==> src/rtl/json_string_escape_emitter_macros.svh <==
// Assertion macros for the JSON string escape emitter.
// Included by the top level; depends on nothing else.
`ifndef JSON_STRING_ESCAPE_EMITTER_MACROS_SVH
`define JSON_STRING_ESCAPE_EMITTER_MACROS_SVH

// Same-cycle implication, disabled while reset is high.
`define JSE_ASSERT_NOW(label, clk, rst, ante, cons, msg) \
   label: assert property (@(posedge clk) disable iff (rst) (ante) |-> (cons)) \
      else $error(msg);

// Next-cycle implication, disabled while reset is high.
`define JSE_ASSERT_NEXT(label, clk, rst, ante, cons, msg) \
   label: assert property (@(posedge clk) disable iff (rst) (ante) |=> (cons)) \
      else $error(msg);

`endif

==> src/rtl/jse_pkg.sv <==
// Shared types, constants and the escape encoder for the JSON string escape emitter.
// Depends on nothing; the interfaces, sequencer, emitter and top level use it.
package jse_pkg;

   localparam int CAP_BITS           = 16;
   localparam int POS_BITS           = 16;
   localparam int COUNT_BITS_DEFAULT = 16;
   localparam int SEQ_DEPTH          = 6;
   localparam int SEQ_IDX_BITS       = $clog2(SEQ_DEPTH);

   typedef enum logic [1:0] {
      FUNC_OPEN   = 2'd0,
      FUNC_BYTE   = 2'd1,
      FUNC_CLOSE  = 2'd2,
      FUNC_REPORT = 2'd3
   } jse_func_type;

   localparam logic [7:0] CH_QUOTE  = 8'h22;
   localparam logic [7:0] CH_BSLASH = 8'h5C;
   localparam logic [7:0] CH_BS     = 8'h08;
   localparam logic [7:0] CH_FF     = 8'h0C;
   localparam logic [7:0] CH_LF     = 8'h0A;
   localparam logic [7:0] CH_CR     = 8'h0D;
   localparam logic [7:0] CH_TAB    = 8'h09;
   localparam logic [7:0] CH_LOW_B  = 8'h62;
   localparam logic [7:0] CH_LOW_F  = 8'h66;
   localparam logic [7:0] CH_LOW_N  = 8'h6E;
   localparam logic [7:0] CH_LOW_R  = 8'h72;
   localparam logic [7:0] CH_LOW_T  = 8'h74;
   localparam logic [7:0] CH_LOW_U  = 8'h75;
   localparam logic [7:0] CH_ZERO   = 8'h30;
   localparam logic [7:0] CH_NONE   = 8'h00;
   localparam logic [3:0] NIBBLE_MASK = 4'hF;

   // One decoded input item: the bytes to emit, index of the final one, report flag.
   typedef struct packed {
      logic [SEQ_DEPTH-1:0][7:0] bytes;
      logic [SEQ_IDX_BITS-1:0]   last_idx;
      logic                      report;
   } jse_seq_type;

   // One output byte handed from the sequencer to the emitter.
   typedef struct packed {
      logic [7:0] ch;
      logic       report;
      logic       last;
   } jse_beat_type;

   // Lowercase hex digit for a nibble.
   function automatic logic [7:0] hex_digit(logic [3:0] nib);
      logic [7:0] ch;
      if (nib < 4'd10) begin
         ch = CH_ZERO + {4'd0, nib};
      end else begin
         ch = 8'h57 + {4'd0, nib};
      end
      return ch;
   endfunction

   // Expand one command into its output byte sequence.
   function automatic jse_seq_type encode_item(logic [1:0] func, logic [7:0] b);
      jse_seq_type s;
      logic [7:0]  esc;
      s = '0;
      esc = CH_NONE;
      case (jse_func_type'(func))
         FUNC_REPORT: begin
            s.report = 1'b1;
         end
         FUNC_OPEN, FUNC_CLOSE: begin
            s.bytes[0] = CH_QUOTE;
         end
         FUNC_BYTE: begin
            case (b)
               CH_QUOTE:  esc = CH_QUOTE;
               CH_BSLASH: esc = CH_BSLASH;
               CH_BS:     esc = CH_LOW_B;
               CH_FF:     esc = CH_LOW_F;
               CH_LF:     esc = CH_LOW_N;
               CH_CR:     esc = CH_LOW_R;
               CH_TAB:    esc = CH_LOW_T;
               default:   esc = CH_NONE;
            endcase
            if (esc != CH_NONE) begin
               s.bytes[0] = CH_BSLASH;
               s.bytes[1] = esc;
               s.last_idx = SEQ_IDX_BITS'(1);
            end else if (b inside {[8'h00:8'h1F]}) begin
               s.bytes[0] = CH_BSLASH;
               s.bytes[1] = CH_LOW_U;
               s.bytes[2] = CH_ZERO;
               s.bytes[3] = CH_ZERO;
               s.bytes[4] = hex_digit(b[7:4]);
               s.bytes[5] = hex_digit(b[3:0] & NIBBLE_MASK);
               s.last_idx = SEQ_IDX_BITS'(SEQ_DEPTH - 1);
            end else begin
               s.bytes[0] = b;
            end
         end
         default: begin
            s.report = 1'b1;
         end
      endcase
      return s;
   endfunction

endpackage

==> src/rtl/jse_if.sv <==
// Handshake channel interfaces for the JSON string escape emitter.
// Depends on jse_pkg for field widths.
interface jse_req_if;
   logic       valid;
   logic       ready;
   logic [1:0] func;
   logic [7:0] text_byte;
   modport source (output valid, func, text_byte, input ready);
   modport sink   (input valid, func, text_byte, output ready);
endinterface

interface jse_rsp_if;
   logic                         valid;
   logic                         ready;
   logic [7:0]                   out_byte;
   logic [jse_pkg::POS_BITS-1:0] position;
   logic                         stored;
   logic                         still_valid;
   logic                         last_of_run;
   modport source (output valid, out_byte, position, stored, still_valid, last_of_run,
                   input ready);
   modport sink   (input valid, out_byte, position, stored, still_valid, last_of_run,
                   output ready);
endinterface

interface jse_csr_if;
   logic                         valid;
   logic                         ready;
   logic [jse_pkg::CAP_BITS-1:0] data;
   modport source (output valid, data, input ready);
   modport sink   (input valid, data, output ready);
endinterface

==> src/rtl/jse_seq.sv <==
// Input register and byte sequencer: holds one decoded item and steps through its bytes.
// Depends on jse_pkg and the request interface.
module jse_seq (
   input  logic                  clock,
   input  logic                  reset,
   jse_req_if.sink               req,
   input  logic                  beat_take,
   output logic                  beat_valid,
   output jse_pkg::jse_beat_type beat
);
   import jse_pkg::*;

   logic                    hold_valid_ff, hold_valid_in;
   jse_seq_type             seq_ff, seq_in;
   logic [SEQ_IDX_BITS-1:0] idx_ff, idx_in;
   logic                    is_last;
   logic                    accept;

   assign is_last     = (idx_ff == seq_ff.last_idx);
   assign req.ready   = !hold_valid_ff || (beat_take && is_last);
   assign accept      = req.valid && req.ready;
   assign beat_valid  = hold_valid_ff;
   assign beat.ch     = seq_ff.bytes[idx_ff];
   assign beat.report = seq_ff.report;
   assign beat.last   = is_last;

   always_comb begin
      hold_valid_in = hold_valid_ff;
      seq_in        = seq_ff;
      idx_in        = idx_ff;
      if (accept) begin
         hold_valid_in = 1'b1;
         seq_in        = encode_item(req.func, req.text_byte);
         idx_in        = '0;
      end else if (beat_take && is_last) begin
         hold_valid_in = 1'b0;
      end else if (beat_take) begin
         idx_in = idx_ff + SEQ_IDX_BITS'(1);
      end
   end

   always_ff @(posedge clock) begin
      if (reset) begin
         hold_valid_ff <= 1'b0;
         idx_ff        <= '0;
      end else begin
         hold_valid_ff <= hold_valid_in;
         idx_ff        <= idx_in;
      end
      seq_ff <= seq_in;
   end

endmodule

==> src/rtl/jse_emit.sv <==
// Writer state (count and valid flag) and the result register.
// Depends on jse_pkg and the response interface.
module jse_emit #(
   parameter int COUNT_BITS = jse_pkg::COUNT_BITS_DEFAULT
) (
   input  logic                    clock,
   input  logic                    reset,
   input  logic [jse_pkg::CAP_BITS-1:0] capacity,
   input  logic                    beat_valid,
   input  jse_pkg::jse_beat_type   beat,
   output logic                    beat_take,
   jse_rsp_if.source               rsp
);
   import jse_pkg::*;

   localparam int WIDE_BITS = (COUNT_BITS > CAP_BITS ? COUNT_BITS : CAP_BITS) + 1;

   logic [COUNT_BITS-1:0] count_ff, count_in;
   logic                  flag_ff, flag_in;
   logic                  rsp_valid_ff, rsp_valid_in;
   logic [7:0]            byte_ff, byte_in;
   logic [POS_BITS-1:0]   pos_ff, pos_in;
   logic                  stored_ff, stored_in;
   logic                  still_ff, still_in;
   logic                  last_ff, last_in;

   logic [WIDE_BITS-1:0]  cap_wide, lim_wide, cap_lim, next_wide;
   logic                  fits;

   assign beat_take = beat_valid && (!rsp_valid_ff || rsp.ready);

   // The counter bounds the usable room as well as the configured capacity.
   assign cap_wide  = WIDE_BITS'(capacity);
   assign lim_wide  = WIDE_BITS'(1) << COUNT_BITS;
   assign cap_lim   = (cap_wide > lim_wide) ? lim_wide : cap_wide;
   assign next_wide = WIDE_BITS'(count_ff) + WIDE_BITS'(1);
   assign fits      = next_wide < cap_lim;

   always_comb begin
      count_in     = count_ff;
      flag_in      = flag_ff;
      rsp_valid_in = rsp_valid_ff && !rsp.ready;
      byte_in      = byte_ff;
      pos_in       = pos_ff;
      stored_in    = stored_ff;
      still_in     = still_ff;
      last_in      = last_ff;
      if (beat_take) begin
         rsp_valid_in = 1'b1;
         pos_in       = POS_BITS'(count_ff);
         last_in      = beat.last;
         if (beat.report) begin
            byte_in   = CH_NONE;
            stored_in = 1'b0;
            still_in  = flag_ff;
         end else begin
            byte_in   = beat.ch;
            stored_in = flag_ff && fits;
            flag_in   = flag_ff && fits;
            still_in  = flag_ff && fits;
            if (flag_ff && fits) begin
               count_in = COUNT_BITS'(next_wide);
            end
         end
      end
   end

   always_ff @(posedge clock) begin
      if (reset) begin
         count_ff     <= '0;
         flag_ff      <= 1'b1;
         rsp_valid_ff <= 1'b0;
      end else begin
         count_ff     <= count_in;
         flag_ff      <= flag_in;
         rsp_valid_ff <= rsp_valid_in;
      end
      byte_ff   <= byte_in;
      pos_ff    <= pos_in;
      stored_ff <= stored_in;
      still_ff  <= still_in;
      last_ff   <= last_in;
   end

   assign rsp.valid       = rsp_valid_ff;
   assign rsp.out_byte    = byte_ff;
   assign rsp.position    = pos_ff;
   assign rsp.stored      = stored_ff;
   assign rsp.still_valid = still_ff;
   assign rsp.last_of_run = last_ff;

endmodule

==> src/rtl/json_string_escape_emitter.sv <==
// Top level of the JSON string escape emitter: capacity register, sequencer and emitter.
// Depends on jse_pkg, the channel interfaces, jse_seq, jse_emit and the macro header.
//
//   channel   dir  beat carries
//   --------  ---  -----------------------------------------------------------
//   req_bus   in   func, text_byte
//   rsp_bus   out  out_byte, position, stored, still_valid, last_of_run
//   csr_bus   in   data (buffer capacity in bytes)
//
// A command that yields one output byte (quote, plain byte, report) is a single beat,
// and such commands stream back to back. An escape gives two beats and a \u00XX escape
// six, one beat per cycle unless rsp_bus stalls; the single item register sets this.
// A first result beat passes the item register, then the emitter's result register.
// Reset is synchronous: count clears, the valid flag sets, capacity clears to zero.
// A stalled rsp_bus holds its beat; one more command is taken, then req_bus.ready drops.
`include "json_string_escape_emitter_macros.svh"

module json_string_escape_emitter #(
   parameter int COUNT_BITS = jse_pkg::COUNT_BITS_DEFAULT
) (
   input  logic      clock,
   input  logic      reset,
   jse_req_if.sink   req_bus,
   jse_rsp_if.source rsp_bus,
   jse_csr_if.sink   csr_bus
);
   import jse_pkg::*;

   // Capacity register. Writes must arrive only while the block is idle; the block
   // does not enforce this. The port is always ready.
   logic [CAP_BITS-1:0] capacity_ff, capacity_in;

   // The sequencer hands one output byte per cycle to the emitter while the emitter takes it.
   logic         beat_valid;
   logic         beat_take;
   jse_beat_type beat;

   assign csr_bus.ready = 1'b1;
   assign capacity_in   = (csr_bus.valid && csr_bus.ready) ? csr_bus.data : capacity_ff;

   always_ff @(posedge clock) begin
      if (reset) begin
         capacity_ff <= '0;
      end else begin
         capacity_ff <= capacity_in;
      end
   end

   // The sequencer registers each accepted command already expanded into
   // its escape sequence, then walks it one byte per cycle unless stalled.
   jse_seq u_seq (
      .clock      (clock),
      .reset      (reset),
      .req        (req_bus),
      .beat_take  (beat_take),
      .beat_valid (beat_valid),
      .beat       (beat)
   );

   // The emitter applies the capacity check, updates the count and valid flag,
   // and registers the result beat.
   jse_emit #(
      .COUNT_BITS (COUNT_BITS)
   ) u_emit (
      .clock      (clock),
      .reset      (reset),
      .capacity   (capacity_ff),
      .beat_valid (beat_valid),
      .beat       (beat),
      .beat_take  (beat_take),
      .rsp        (rsp_bus)
   );

   // A byte can only be stored while the writer remains valid.
   `JSE_ASSERT_NOW(a_stored_valid, clock, reset, rsp_bus.valid && rsp_bus.stored, rsp_bus.still_valid, "stored byte with writer invalid")

   // Only a report carries a zero byte, and it ends its run without storing.
   `JSE_ASSERT_NOW(a_report_shape, clock, reset, rsp_bus.valid && (rsp_bus.out_byte == CH_NONE), rsp_bus.last_of_run && !rsp_bus.stored, "malformed report beat")

   // Once the writer goes invalid it never recovers.
   `JSE_ASSERT_NEXT(a_invalid_sticky, clock, reset, rsp_bus.valid && rsp_bus.ready && !rsp_bus.still_valid, !rsp_bus.valid || !rsp_bus.still_valid, "valid flag recovered")

   // After a stored byte the next beat sits one position further on.
   `JSE_ASSERT_NEXT(a_position_step, clock, reset, rsp_bus.valid && rsp_bus.ready && rsp_bus.stored, !rsp_bus.valid || (rsp_bus.position == POS_BITS'($past(rsp_bus.position) + POS_BITS'(1))), "position did not advance")

endmodule
==> src/flat_wrapper.sv <==
// flat-port wrapper written by rule: the top's interface ports become plain ports
module json_string_escape_emitter_flat import jse_pkg::*;
#(
   parameter int COUNT_BITS = jse_pkg::COUNT_BITS_DEFAULT
)
  (clock, reset, req_bus_valid, req_bus_func, req_bus_text_byte, req_bus_ready, rsp_bus_valid, rsp_bus_out_byte, rsp_bus_position, rsp_bus_stored, rsp_bus_still_valid, rsp_bus_last_of_run, rsp_bus_ready, csr_bus_valid, csr_bus_data, csr_bus_ready);
  jse_req_if req_bus_i ();
  jse_rsp_if rsp_bus_i ();
  jse_csr_if csr_bus_i ();
  input  logic clock;
  input  logic reset;
  input wire logic [$bits(req_bus_i.valid)-1:0] req_bus_valid;
  input wire logic [$bits(req_bus_i.func)-1:0] req_bus_func;
  input wire logic [$bits(req_bus_i.text_byte)-1:0] req_bus_text_byte;
  output wire logic [$bits(req_bus_i.ready)-1:0] req_bus_ready;
  output wire logic [$bits(rsp_bus_i.valid)-1:0] rsp_bus_valid;
  output wire logic [$bits(rsp_bus_i.out_byte)-1:0] rsp_bus_out_byte;
  output wire logic [$bits(rsp_bus_i.position)-1:0] rsp_bus_position;
  output wire logic [$bits(rsp_bus_i.stored)-1:0] rsp_bus_stored;
  output wire logic [$bits(rsp_bus_i.still_valid)-1:0] rsp_bus_still_valid;
  output wire logic [$bits(rsp_bus_i.last_of_run)-1:0] rsp_bus_last_of_run;
  input wire logic [$bits(rsp_bus_i.ready)-1:0] rsp_bus_ready;
  input wire logic [$bits(csr_bus_i.valid)-1:0] csr_bus_valid;
  input wire logic [$bits(csr_bus_i.data)-1:0] csr_bus_data;
  output wire logic [$bits(csr_bus_i.ready)-1:0] csr_bus_ready;
  assign req_bus_i.valid = req_bus_valid;
  assign req_bus_i.func = req_bus_func;
  assign req_bus_i.text_byte = req_bus_text_byte;
  assign req_bus_ready = req_bus_i.ready;
  assign rsp_bus_valid = rsp_bus_i.valid;
  assign rsp_bus_out_byte = rsp_bus_i.out_byte;
  assign rsp_bus_position = rsp_bus_i.position;
  assign rsp_bus_stored = rsp_bus_i.stored;
  assign rsp_bus_still_valid = rsp_bus_i.still_valid;
  assign rsp_bus_last_of_run = rsp_bus_i.last_of_run;
  assign rsp_bus_i.ready = rsp_bus_ready;
  assign csr_bus_i.valid = csr_bus_valid;
  assign csr_bus_i.data = csr_bus_data;
  assign csr_bus_ready = csr_bus_i.ready;
  json_string_escape_emitter #(.COUNT_BITS(COUNT_BITS)) u_core (.clock(clock), .reset(reset), .req_bus(req_bus_i), .rsp_bus(rsp_bus_i), .csr_bus(csr_bus_i));
endmodule
==> config.mk <==
export PLATFORM = sky130hd
export DESIGN_NAME = json_string_escape_emitter_flat
export DESIGN_NICKNAME = d
export VERILOG_FILES = /design/src/rtl/jse_pkg.sv /design/src/rtl/jse_if.sv /design/src/rtl/jse_seq.sv /design/src/rtl/jse_emit.sv /design/src/rtl/json_string_escape_emitter.sv /design/src/flat_wrapper.sv
export VERILOG_INCLUDE_DIRS = /design/src /design/src/rtl
export SDC_FILE = /design/constraint.sdc
export NUM_CORES = 1
export LEC_CHECK = 0
export BUFFER_PORTS_ARGS = -buffer_cell sky130_fd_sc_hd__buf_2
export CAP_MARGIN = 20
export CORE_AREA = 4 4 94 96
export CTS_CLUSTER_SIZE = 10
export DETAILED_ROUTE_END_ITERATION = 12
export DIE_AREA = 0 0 98 100
export HOLD_SLACK_MARGIN = 0.05
export PLACE_DENSITY = 0.81
export SLEW_MARGIN = 0
export SYNTH_ARGS = -nofsm -noshare
export SYNTH_HDL_FRONTEND = slang
export SYNTH_HIERARCHICAL = 1
export SYNTH_SLANG_ARGS = --single-unit
==> constraint.sdc <==
create_clock -name clock -period 10.28 [get_ports clock]
set_input_delay 1.542 -clock clock [delete_from_list [all_inputs] [get_ports clock]]
set_output_delay 1.542 -clock clock [all_outputs]
set_load 0.05 [all_outputs]
# After elaboration in Yosys (flattened, before gate mapping)

Cells that the tools add are included.

Register bits after elaboration: 117
Output and inout bits: 30
Logic and storage cells: 86

$add $sub $neg: 6
Order comparisons: 7
Equality and inequality tests: 11
Mux-type cells: 18
Bitwise operators: 4
Reduce and logical (&&, ||, !) cells: 20

Operators by type and width:

| operator                                                                          | number |
|---|---|
| 7-bit case mux with 7 select lines                                                | 1 |
| 8-bit two-way mux                                                                 | 6 |
| 8-bit by 4-bit == test with 1-bit output, second input constant                   | 5 |
| 8-bit binary-select mux with 3-bit select                                         | 1 |
| 22-bit two-way mux                                                                | 1 |
| 19-bit two-way mux                                                                | 1 |
| 16-bit by 1-bit adder with 17-bit output, second input constant                   | 1 |
| 16-bit by 17-bit greater-than comparator with 1-bit output, second input constant | 1 |
| 17-bit < comparator                                                               | 1 |
| 17-bit two-way mux                                                                | 1 |
| 7-bit by 4-bit adder with 8-bit output, first input constant                      | 2 |
| 8-bit case mux with 2 select lines                                                | 1 |
| 6-bit by 4-bit adder with 7-bit output, first input constant                      | 2 |
| 8-bit by 6-bit == test with 1-bit output, second input constant                   | 1 |
| 8-bit by 7-bit == test with 1-bit output, second input constant                   | 1 |
| 8-bit by 1-bit >= comparator with 1-bit output, second input constant             | 1 |
| 8-bit by 5-bit <= comparator with 1-bit output, second input constant             | 1 |
| 4-bit < comparator, second input constant                                         | 2 |
| 8-bit nonzero test                                                                | 1 |
| 1-bit logical AND                                                                 | 6 |
| 2-bit OR reduction                                                                | 3 |
| 1-bit two-way mux                                                                 | 5 |
| 2-bit == test, second input constant                                              | 2 |
| 3-bit by 4-bit < comparator with 1-bit output, second input constant              | 1 |
| other kinds (12)                                                                  | 18 |

# Longest topological paths before layout

Gate-level depths: netlist (run 1).

Depth after elaboration: 10
Mapped depth: 14

# Hierarchy

The synthesis (run 1) kept the hierarchy.

By module, submodules not included:

| module                     | instances | cells an instance | area an instance (µm²) |
|---|---|---|---|
| jse_emit                   | 1         | 216               | 2441.1 |
| jse_seq                    | 1         | 165               | 1941.9 |
| json_string_escape_emitter | 1         | 54                | 591.8 |

# Worst setup path after synthesis (run 1)

Ideal clock, no wire load.

Kind: in2out
Start: input port rsp_bus_ready
End: output port req_bus_ready
Arrival time: 4488 ps
Required time: 8738 ps
Slack: 4250 ps
Stages on the path: 4
Path through: nand2b_1 -> and2_1 -> inv_1 -> o41ai_1

Cells in the longest elaborated chain, start to end: 4

RTL lines:

| element              | RTL line                         | source |
|---|---|---|
| from (decl)          | flat_wrapper.sv:22               | `input wire logic [$bits(rsp_bus_i.ready)-1:0] rsp_bus_ready;` |
| 1-bit logical OR     | jse_emit.sv:30                   | `assign beat_take = beat_valid && (!rsp_valid_ff \|\| rsp.ready);` |
| 1-bit logical AND    | jse_emit.sv:30                   |  |
| via u_core.beat_take | json_string_escape_emitter.sv:35 | `logic beat_take;` |
| 1-bit logical AND    | jse_seq.sv:20                    | `assign req.ready = !hold_valid_ff \|\| (beat_take && is_last);` |
| 1-bit logical OR     | jse_seq.sv:20                    |  |
| to (decl)            | flat_wrapper.sv:15               | `output wire logic [$bits(req_bus_i.ready)-1:0] req_bus_ready;` |

The timed path passes the listed nets, and every way through them passes these cells.

# Final worst setup path (run 1)

Ends and elaborated chain as after synthesis.

==> summary.txt, run 1 <==
Hold Path Class: reg -> reg
DRC: 0
Htree depth: 3
Area leader, netlist: edfxtp_1
DR WL/cell: 15.47 um
Clock transition at path regs: 0.09 ns
Drt total wl: 9235 um
Mapped Cells: 435
Met2 routed WL: 4284 um
Hpwl dp: 6453 um
Initial antenna violation count: 0
CTS tree: yes
CP Class: in -> out
Yosys reg bits: 96
Layout cells sized above 1: 21.34%
Post-synthesis sequential area ratio: 50.30%
Peak VDD IR: 68.09 uV
TritonRoute pass-1 iters: 5
Syn. warnings: 6
Area of the mapped netlist: 4975 sq um
Slew at the pin with the worst max-slew slack: 0.8400 ns
Most common cell in the netlist: edfxtp_1
# rows: 33
Total gr overflow: 0
Design Area, Final: 5421 sq um
Hold bufs inserted after CTS: 0
CP Data Required Time: 8.74 ns
Max Fclk: 211.6 MHz
Via count: 3415
Routed wire length on met3: 526 um
Largest net degree at the start of global routing: 46
Port Buffer Count: 59
Top cells by count, synth: edfxtp_1, dfxtp_1, nor2_1
First-pass GRT wire length: 15500 um
Inserted Diodes: 0
Slew Limit Fails: 0
Worst setup SP type: primary input
Layout Nets: 543
Core area: 8051 sq um
Post-CTS Resized: 0
Power, Total: 0.0007554 W
ANT nets after route: 0
Setup-failing EPs final: 0
Area grow syn2layout: 8.979%
Postcts setup bufs: 0
TritonCTS Buffers: 9
Die Area: 9800 sq um
Outcome: completed
M1 wire length: 4321 um
Die Wd: 98 um
Final Hold Viols: 0
Die Ht: 100 um
Leak pwr: 2.195 nW
Most used flip-flop cell after synthesis: edfxtp_1
Worst-Skew Late Latency: 0.35 ns
Clock buffer depth: 2
Clock root cell: clkbuf_8
Syn avg cell area: 11.44 sq um
Clock sinks: 96
Post-synth EDFFs: 58
DP Area: 5241 sq um
Crit. End Element: output pin
Hold WS: 0.4959 ns
Vias per cell: 5.720
CP max FO: 34
Final period util: 45.97%
Initial Util: 61.79%
Max-cap violations: 0
Initial DRC count: 203
Vias in the first global route: 3228
PD cells: 139.3 nW/um^2
GPL Wtd Cong: 0.8782
Library cells used by synthesis: 66
Minimum clock period after layout: 4.726 ns
Number of I/O pins: 61
Max layer used: met4
RSZ-0062 raised after global routing: no
Rel. slew slack: 44.00%
Leading post-synthesis cells by cell area: edfxtp_1, dfxtp_1, ha_1
Placed Instances: 580
Synth top area share: 35.01%
All-Layer GR Usage: 19.63%
Synth async-reset ratio: 0%
Filler Cell Count: 618
Finished Layout Cells: 597
Worst clock skew: 0.01548 ns
Setup tns final: 0 ns
Critical Path AT: 3.18 ns
## cell type report
cell class / count / area, sq um / share of cell area (%)
clock inverters: 5 / 33.78 / 0.6231
flip-flops and latches: 96 / 2502 / 46.16
multi-input cells: 287 / 2181 / 40.23
repair buffers: 62 / 325.3 / 6.000
inverters: 31 / 116.4 / 2.146
clock buffers: 11 / 131.4 / 2.423
well taps: 105 / 131.4 / 2.423
## metal layers
layer | vias up | GRT usage [%]
met5 | - | 0
met4 | 0 | 5.431
met3 | 10 | 4.934
met2 | 108 | 30.21
met1 | 1624 | 27.90
li1 | 1673 | -
## path summary, 6_finish.rpt
kind                                           from                                      to  slack, ns  depth (start not counted)
max                                   rsp_bus_ready                           req_bus_ready       5.55                          7
min            u_core/u_seq/beat_valid$_SDFFE_PP0P_      u_core/u_emit/rsp.valid$_SDFF_PP0_       0.50                          2
max reg2reg  u_core/u_emit/count_ff[0]$_SDFFE_PP0P_  u_core/u_emit/count_ff[2]$_SDFFE_PP0P_       6.50                         13
min reg2reg    u_core/u_seq/beat_valid$_SDFFE_PP0P_      u_core/u_emit/rsp.valid$_SDFF_PP0_       0.50                          2
## flip-flops by register name, summed over array words and instances, names as in the netlist
| name | flops |
|---|---|
| u_core/u_seq/seq_ff | 30 |
| u_core/capacity_ff | 16 |
| u_core/u_emit/count_ff | 16 |
| u_core/u_emit/rsp.position | 16 |
| u_core/u_emit/rsp.out_byte | 8 |
| u_core/u_seq/idx_ff | 3 |
| u_core/u_emit/flag_ff | 1 |
| u_core/u_emit/rsp.last_of_run | 1 |
| u_core/u_emit/rsp.still_valid | 1 |
| u_core/u_emit/rsp.stored | 1 |
| u_core/u_emit/rsp.valid | 1 |
| u_core/u_seq/beat | 1 |
| u_core/u_seq/beat_valid | 1 |
## cell usage in the layout, fill, tap and decap left out, drive strengths merged, types with 7 or more instances in the layout
| cell type | instances |
|---|---|
| nand3 | 12 |
| nor2 | 37 |
| a21oi | 22 |
| edfxtp | 58 |
| dfxtp | 38 |
| nor3 | 12 |
| inv | 31 |
| nand2 | 12 |
| xor2 | 8 |
| xnor2 | 10 |
| ha | 25 |
| nor2b | 24 |
| mux2i | 19 |
| buf | 62 |
| or4 | 7 |
| o21ai | 8 |
| o31ai | 10 |
| clkbuf | 11 |
| mux2 | 7 |
## through the flow
| step | util [%] | setup slack, ns |
|---|---|---|
| after floorplan | - | 4.250 |
| after global placement | 65.10 | 5.608 |
| after detailed placement | 65.10 | 5.550 |
| after CTS | 67.15 | 5.536 |
| after global routing | 67.33 | 5.373 |
| final | 67.33 | 5.554 |
## kinds of logic (layout without fill, tap and decap cells)
group / count (synthesis) / after routing / synth area share [%]
AND/OR/NAND/NOR: 140 / 140 / 16.00
flip-flops: 96 / 96 / 50.30
AO/OA/AOI/OAI: 69 / 69 / 9.884
buffers and inverters: 54 / 109 / 6.011
multiplexers: 31 / 31 / 8.199
adder cells (fa/ha/maj): 25 / 25 / 6.288
XOR/XNOR: 18 / 18 / 3.169
other: 2 / 4 / 0.1510
## where the power goes
part / internal (W) / switching (W) / leakage (nW)
Sequential: 0.000429 / 0.00000946 / 0.869
Clock: 0.0000877 / 0.000121 / 0.0809
Combinational: 0.0000348 / 0.0000730 / 1.25
## critical path, cell delays in order
cell	delay, ns
buf_2	0.07
nand2b_1	0.10
and2_1	0.12
buf_4	0.39
inv_1	0.12
o41ai_1	0.49
buf_2	0.35
Note: power is estimated with default switching activity, not from simulation.
==> inputs of run 2 (changes only) <==
Settings changed: CORE_AREA 4 4 94 96 to 4 4 98 100, DIE_AREA 0 0 98 100 to 0 0 102 104, PLACE_DENSITY 0.81 to 0.75.
Clock period 10.28 ns to 4.45 ns, I/O delays scaled along.
==> summary.txt, run 2 (synthesis gave the netlist of run 1 again) <==
Drt total wl: 9389 um
Minimum clock period after layout: 3.726 ns
CP Data Required Time: 4.69 ns
Final Hold Viols: 0
Area grow syn2layout: 9.834%
GPL Wtd Cong: 0.8714
CP max FO: 24
Vias in the first global route: 3129
Finished Layout Cells: 600
Leak pwr: 2.217 nW
Inserted Diodes: 0
Post-CTS Resized: 0
Postcts setup bufs: 0
Core area: 8678 sq um
Sequential share of power: 55.7%
Number of I/O pins: 61
Filler Cell Count: 717
Clock buffer depth: 2
Layout Nets: 543
CTS tree: yes
Clock sinks: 96
Vias per cell: 5.697
Worst-Skew Late Latency: 0.35 ns
Final Core Density: 62.96%
RSZ-0062 raised after global routing: no
All-Layer GR Usage: 17.90%
Setup tns final: 0 ns
Layout cells sized above 1: 21.75%
Internal power: 0.001342 W
# rows: 34
Clock transition at path regs: 0.09 ns
ANT nets after route: 0
Max-cap violations: 0
Rel. slew slack: 44.55%
Htree depth: 3
Peak VDD IR: 159.4 uV
Max Fclk: 268.4 MHz
Hpwl dp: 6554 um
Slew Limit Fails: 0
Clock root cell: clkbuf_8
First-pass GRT wire length: 15280 um
PD cells: 333.0 nW/um^2
Most frequent cells in the layout: buf_2, edfxtp_1, dfxtp_1
DR WL/cell: 15.65 um
Total gr overflow: 0
Port Buffer Count: 59
Switch Pwr: 0.0004778 W
Via count: 3418
Initial antenna violation count: 0
Clock Power Share: 30.6%
Sw Share: 26.26%
Die Area: 10610 sq um
CP Class: reg -> reg
TritonRoute pass-1 iters: 4
Combinational power share: 13.7%
Initial Util: 57.32%
Largest net degree at the start of global routing: 46
Placed Instances: 583
Most common cell after layout, fill and taps aside: buf_2
Die Ht: 104 um
Outcome: completed
Largest Register: u_core/u_seq/seq_ff
Setup-failing EPs final: 0
Initial DRC count: 194
Critical Path AT: 3.96 ns
Slew at the pin with the worst max-slew slack: 0.8317 ns
TritonCTS Buffers: 9
Worst clock skew: 0.01378 ns
Worst setup SP type: flip-flop
Final period util: 83.73%
Hold Path Class: reg -> reg
Die Wd: 102 um
Max FFs per register: 30
Crit. End Element: flip-flop
Hold bufs inserted after CTS: 0
DRC: 0
-- run 2: changes by cell type in the layout (fill, tap and decap cells not counted), sizes merged --
cell,previous run,this run
clkinv,4,2
clkbuf,11,12
inv,31,32
-- run 2: final timing paths --
path / startpoint / end / slack [ns] / cells after the start
min: u_core/u_seq/beat_valid$_SDFFE_PP0P_ / u_core/u_emit/rsp.valid$_SDFF_PP0_ / 0.49 / 2
max: u_core/u_emit/count_ff[0]$_SDFFE_PP0P_ / u_core/u_emit/count_ff[6]$_SDFFE_PP0P_ / 0.72 / 13
max reg2reg: u_core/u_emit/count_ff[0]$_SDFFE_PP0P_ / u_core/u_emit/count_ff[6]$_SDFFE_PP0P_ / 0.72 / 13
min reg2reg: u_core/u_seq/beat_valid$_SDFFE_PP0P_ / u_core/u_emit/rsp.valid$_SDFF_PP0_ / 0.49 / 2
-- run 2: cell type report --
| cell class | instances | area (sq um) | share of cell area [%] |
|---|---|---|---|
| well taps | 108 | 135.1 | 2.473 |
| flip-flops and latches | 96 | 2502 | 45.80 |
| clock buffers | 12 | 177.7 | 3.252 |
| clock inverters | 4 | 22.52 | 0.4122 |
| repair buffers | 62 | 321.6 | 5.885 |
| inverters | 31 | 116.4 | 2.130 |
| multi-input cells | 287 | 2188 | 40.05 |
-- run 2: power by group through the flow --
stage,clock network (W),logic (W),registers [W]
after global placement,0,0.000241,0.00103
after global routing,0.000614,0.000270,0.00102
final,0.000556,0.000249,0.00101
after detailed placement,0,0.000247,0.00104
after CTS,0.000573,0.000248,0.00101
after floorplan,0,0.000141,0.00109
-- run 2: critical path, cell delays in order (launching register included) --
cell       delay [ns]
dfxtp_1          0.45
ha_1             0.24
and3_1           0.27
nand4_2          0.22
nor2_1           0.19
nand3_1          0.14
xnor2_1          0.17
ha_1             0.30
a21o_1           0.17
a2111oi_2        0.34
o31a_1           0.27
nand2_4          0.19
nor3b_1          0.33
mux2_4           0.32
-- run 2: metal layers --
layer / GRT usage, % / wire (um) / vias to the layer above
li1: - / - / 1669
met1: 26.86 / 4521 / 1632
met2: 26.09 / 4279 / 108
met3: 3.488 / 487 / 9
met4: 5.436 / 100 / 0
met5: 0 / 0 / -
-- run 2: through the flow --
step / hold WS [ns] / area (sq um) / setup WS, ns / total power (W)
6_report: 0.4921 / 5464 / 0.7238 / 0.001819
5_1_grt: 0.5234 / 5464 / 0.4301 / 0.001904
4_1_cts: 0.4934 / 5453 / 0.6042 / 0.001835
3_5_place_dp: 0.4723 / 5253 / 0.6078 / 0.001282
3_3_place_gp: 0.4653 / 5253 / 0.8209 / 0.001274
2_1_floorplan: 0.4434 / 4990 / 0.1571 / 0.001227
==> inputs of run 3 (changes only) <==
Clock period 4.45 ns to 3.87 ns, I/O delays scaled along.
==> summary.txt, run 3 (synthesis gave the netlist of run 1 again) <==
Core area: 8678 sq um
Max-cap violations: 0
Minimum clock period after layout: 3.634 ns
Outcome: completed
Sw Share: 26.66%
Vias in the first global route: 3219
Initial Util: 57.32%
Internal power: 0.001532 W
# rows: 34
Worst-Skew Late Latency: 0.36 ns
Rel. slew slack: 45.11%
Slew at the pin with the worst max-slew slack: 0.8123 ns
Worst clock skew: 0.009378 ns
Die Ht: 104 um
Hpwl dp: 6615 um
CP max FO: 17
Die Area: 10610 sq um
Setup-failing EPs final: 0
Setup tns final: 0 ns
Largest net degree at the start of global routing: 46
Die Wd: 102 um
Layout Nets: 543
Max FFs per register: 30
Crit. End Element: flip-flop
Clock buffer depth: 2
Clock Power Share: 30.4%
Port Buffer Count: 59
All-Layer GR Usage: 18.20%
Reg2Reg Depth: 13
First-pass GRT wire length: 15350 um
Filler Cell Count: 712
Postcts setup bufs: 0
Most frequent cells in the layout: buf_2, edfxtp_1, dfxtp_1
RSZ-0062 raised after global routing: no
Most common cell after layout, fill and taps aside: buf_2
Via count: 3410
Initial DRC count: 145
PD cells: 381.7 nW/um^2
Clock sinks: 96
TritonCTS Buffers: 9
Vias per cell: 5.683
DR WL/cell: 15.72 um
Inserted Diodes: 0
Hold WS: 0.4500 ns
Setup WS pre-CTS: 0.3021 ns
Drt total wl: 9430 um
CP Class: reg -> reg
Final period util: 93.90%
Htree depth: 3
Sequential share of power: 55.6%
CTS tree: yes
Largest Register: u_core/u_seq/seq_ff
Leak pwr: 2.207 nW
Peak VDD IR: 168.4 uV
Layout cells sized above 1: 22.15%
DRC: 0
Worst setup SP type: flip-flop
GPL Wtd Cong: 0.8404
CP Data Required Time: 4.15 ns
Clock root cell: clkbuf_8
Max Fclk: 275.2 MHz
Number of I/O pins: 61
Hold bufs inserted after CTS: 0
Finished Layout Cells: 600
Post-route setup slack: 0.2360 ns
Area grow syn2layout: 9.985%
Initial antenna violation count: 0
Clock transition at path regs: 0.09 ns
Final Hold Viols: 0
Combinational power share: 14.0%
Slew Limit Fails: 0
TritonRoute pass-1 iters: 4
Placed Instances: 584
Worst hold stages: 3
Critical Path AT: 3.91 ns
Hold Path Class: in -> reg
Switch Pwr: 0.0005569 W
ANT nets after route: 0
Total gr overflow: 0
run 3: cell count changes in the layout (fill, tap and decap cells not counted), sizes merged:
cell and change:
clkbuf -1, clkinvlp +1, inv -1, bufinv +1
run 3: metal layers:
| layer | vias to the layer above | part of all wire, % | GRT usage, % |
|---|---|---|---|
| met5 | - | 0 | 0 |
| met2 | 120 | 46 | 27.48 |
| met1 | 1605 | 46 | 26.38 |
| li1 | 1672 | - | - |
| met4 | 0 | 1.1 | 5.904 |
| met3 | 13 | 6.8 | 3.353 |
run 3: worst max-delay path: stages, from the launching register on:
cell	delay (ns)
dfxtp_1	0.43
ha_1	0.23
and3_1	0.26
and3_1	0.23
nand3_1	0.12
xnor2_1	0.16
ha_1	0.29
a21oi_1	0.17
o31ai_1	0.12
a41oi_2	0.17
a41oi_2	0.32
buf_4	0.31
or4_1	0.54
a21oi_1	0.18
run 3: worst paths after layout:
kind              slack [ns]                                    from                                 endpoint
setup reg to reg        0.24  u_core/u_emit/count_ff[0]$_SDFFE_PP0P_  u_core/u_emit/count_ff[13]$_SDFFE_PP0P_
hold reg to reg         0.50     u_core/capacity_ff[13]$_SDFFE_PP0P_      u_core/capacity_ff[13]$_SDFFE_PP0P_
setup / recovery        0.24  u_core/u_emit/count_ff[0]$_SDFFE_PP0P_  u_core/u_emit/count_ff[13]$_SDFFE_PP0P_
hold / removal          0.45                         csr_bus_data[2]       u_core/capacity_ff[2]$_SDFFE_PP0P_
run 3: cell type report:
cell class	instances	area (sq um)	area share, %
clock buffers	11	131.4	2.401
clock inverters	5	57.56	1.052
inverters	31	116.4	2.127
multi-input cells	287	2211	40.41
flip-flops and latches	96	2502	45.74
well taps	108	135.1	2.470
repair buffers	62	317.8	5.808
run 3: repair_timing:
item                                   CTS  global route
setup endpoints to repair                0             1
gates resized for setup                  0             2
endpoints found under the hold margin    0             0
run 3: power by group through the flow:
stage          registers, W  clock network (W)  logic (W)
3_3_place_gp        0.00118                  0   0.000284
6_report            0.00116           0.000635   0.000292
4_1_cts             0.00116           0.000654   0.000292
2_1_floorplan       0.00125                  0   0.000164
3_5_place_dp        0.00119                  0   0.000291
5_1_grt             0.00117           0.000696   0.000317
run 3: stage by stage:
| stage | power [W] | instance area [sq um] | util, % |
|---|---|---|---|
| 5_1_grt | 0.002181 | 5472 | 63.05 |
| 3_3_place_gp | 0.001468 | 5273 | 60.76 |
| 4_1_cts | 0.002109 | 5461 | 62.93 |
| 3_5_place_dp | 0.001478 | 5273 | 60.76 |
| 2_1_floorplan | 0.001413 | 5002 | - |
| 6_report | 0.002088 | 5472 | 63.05 |
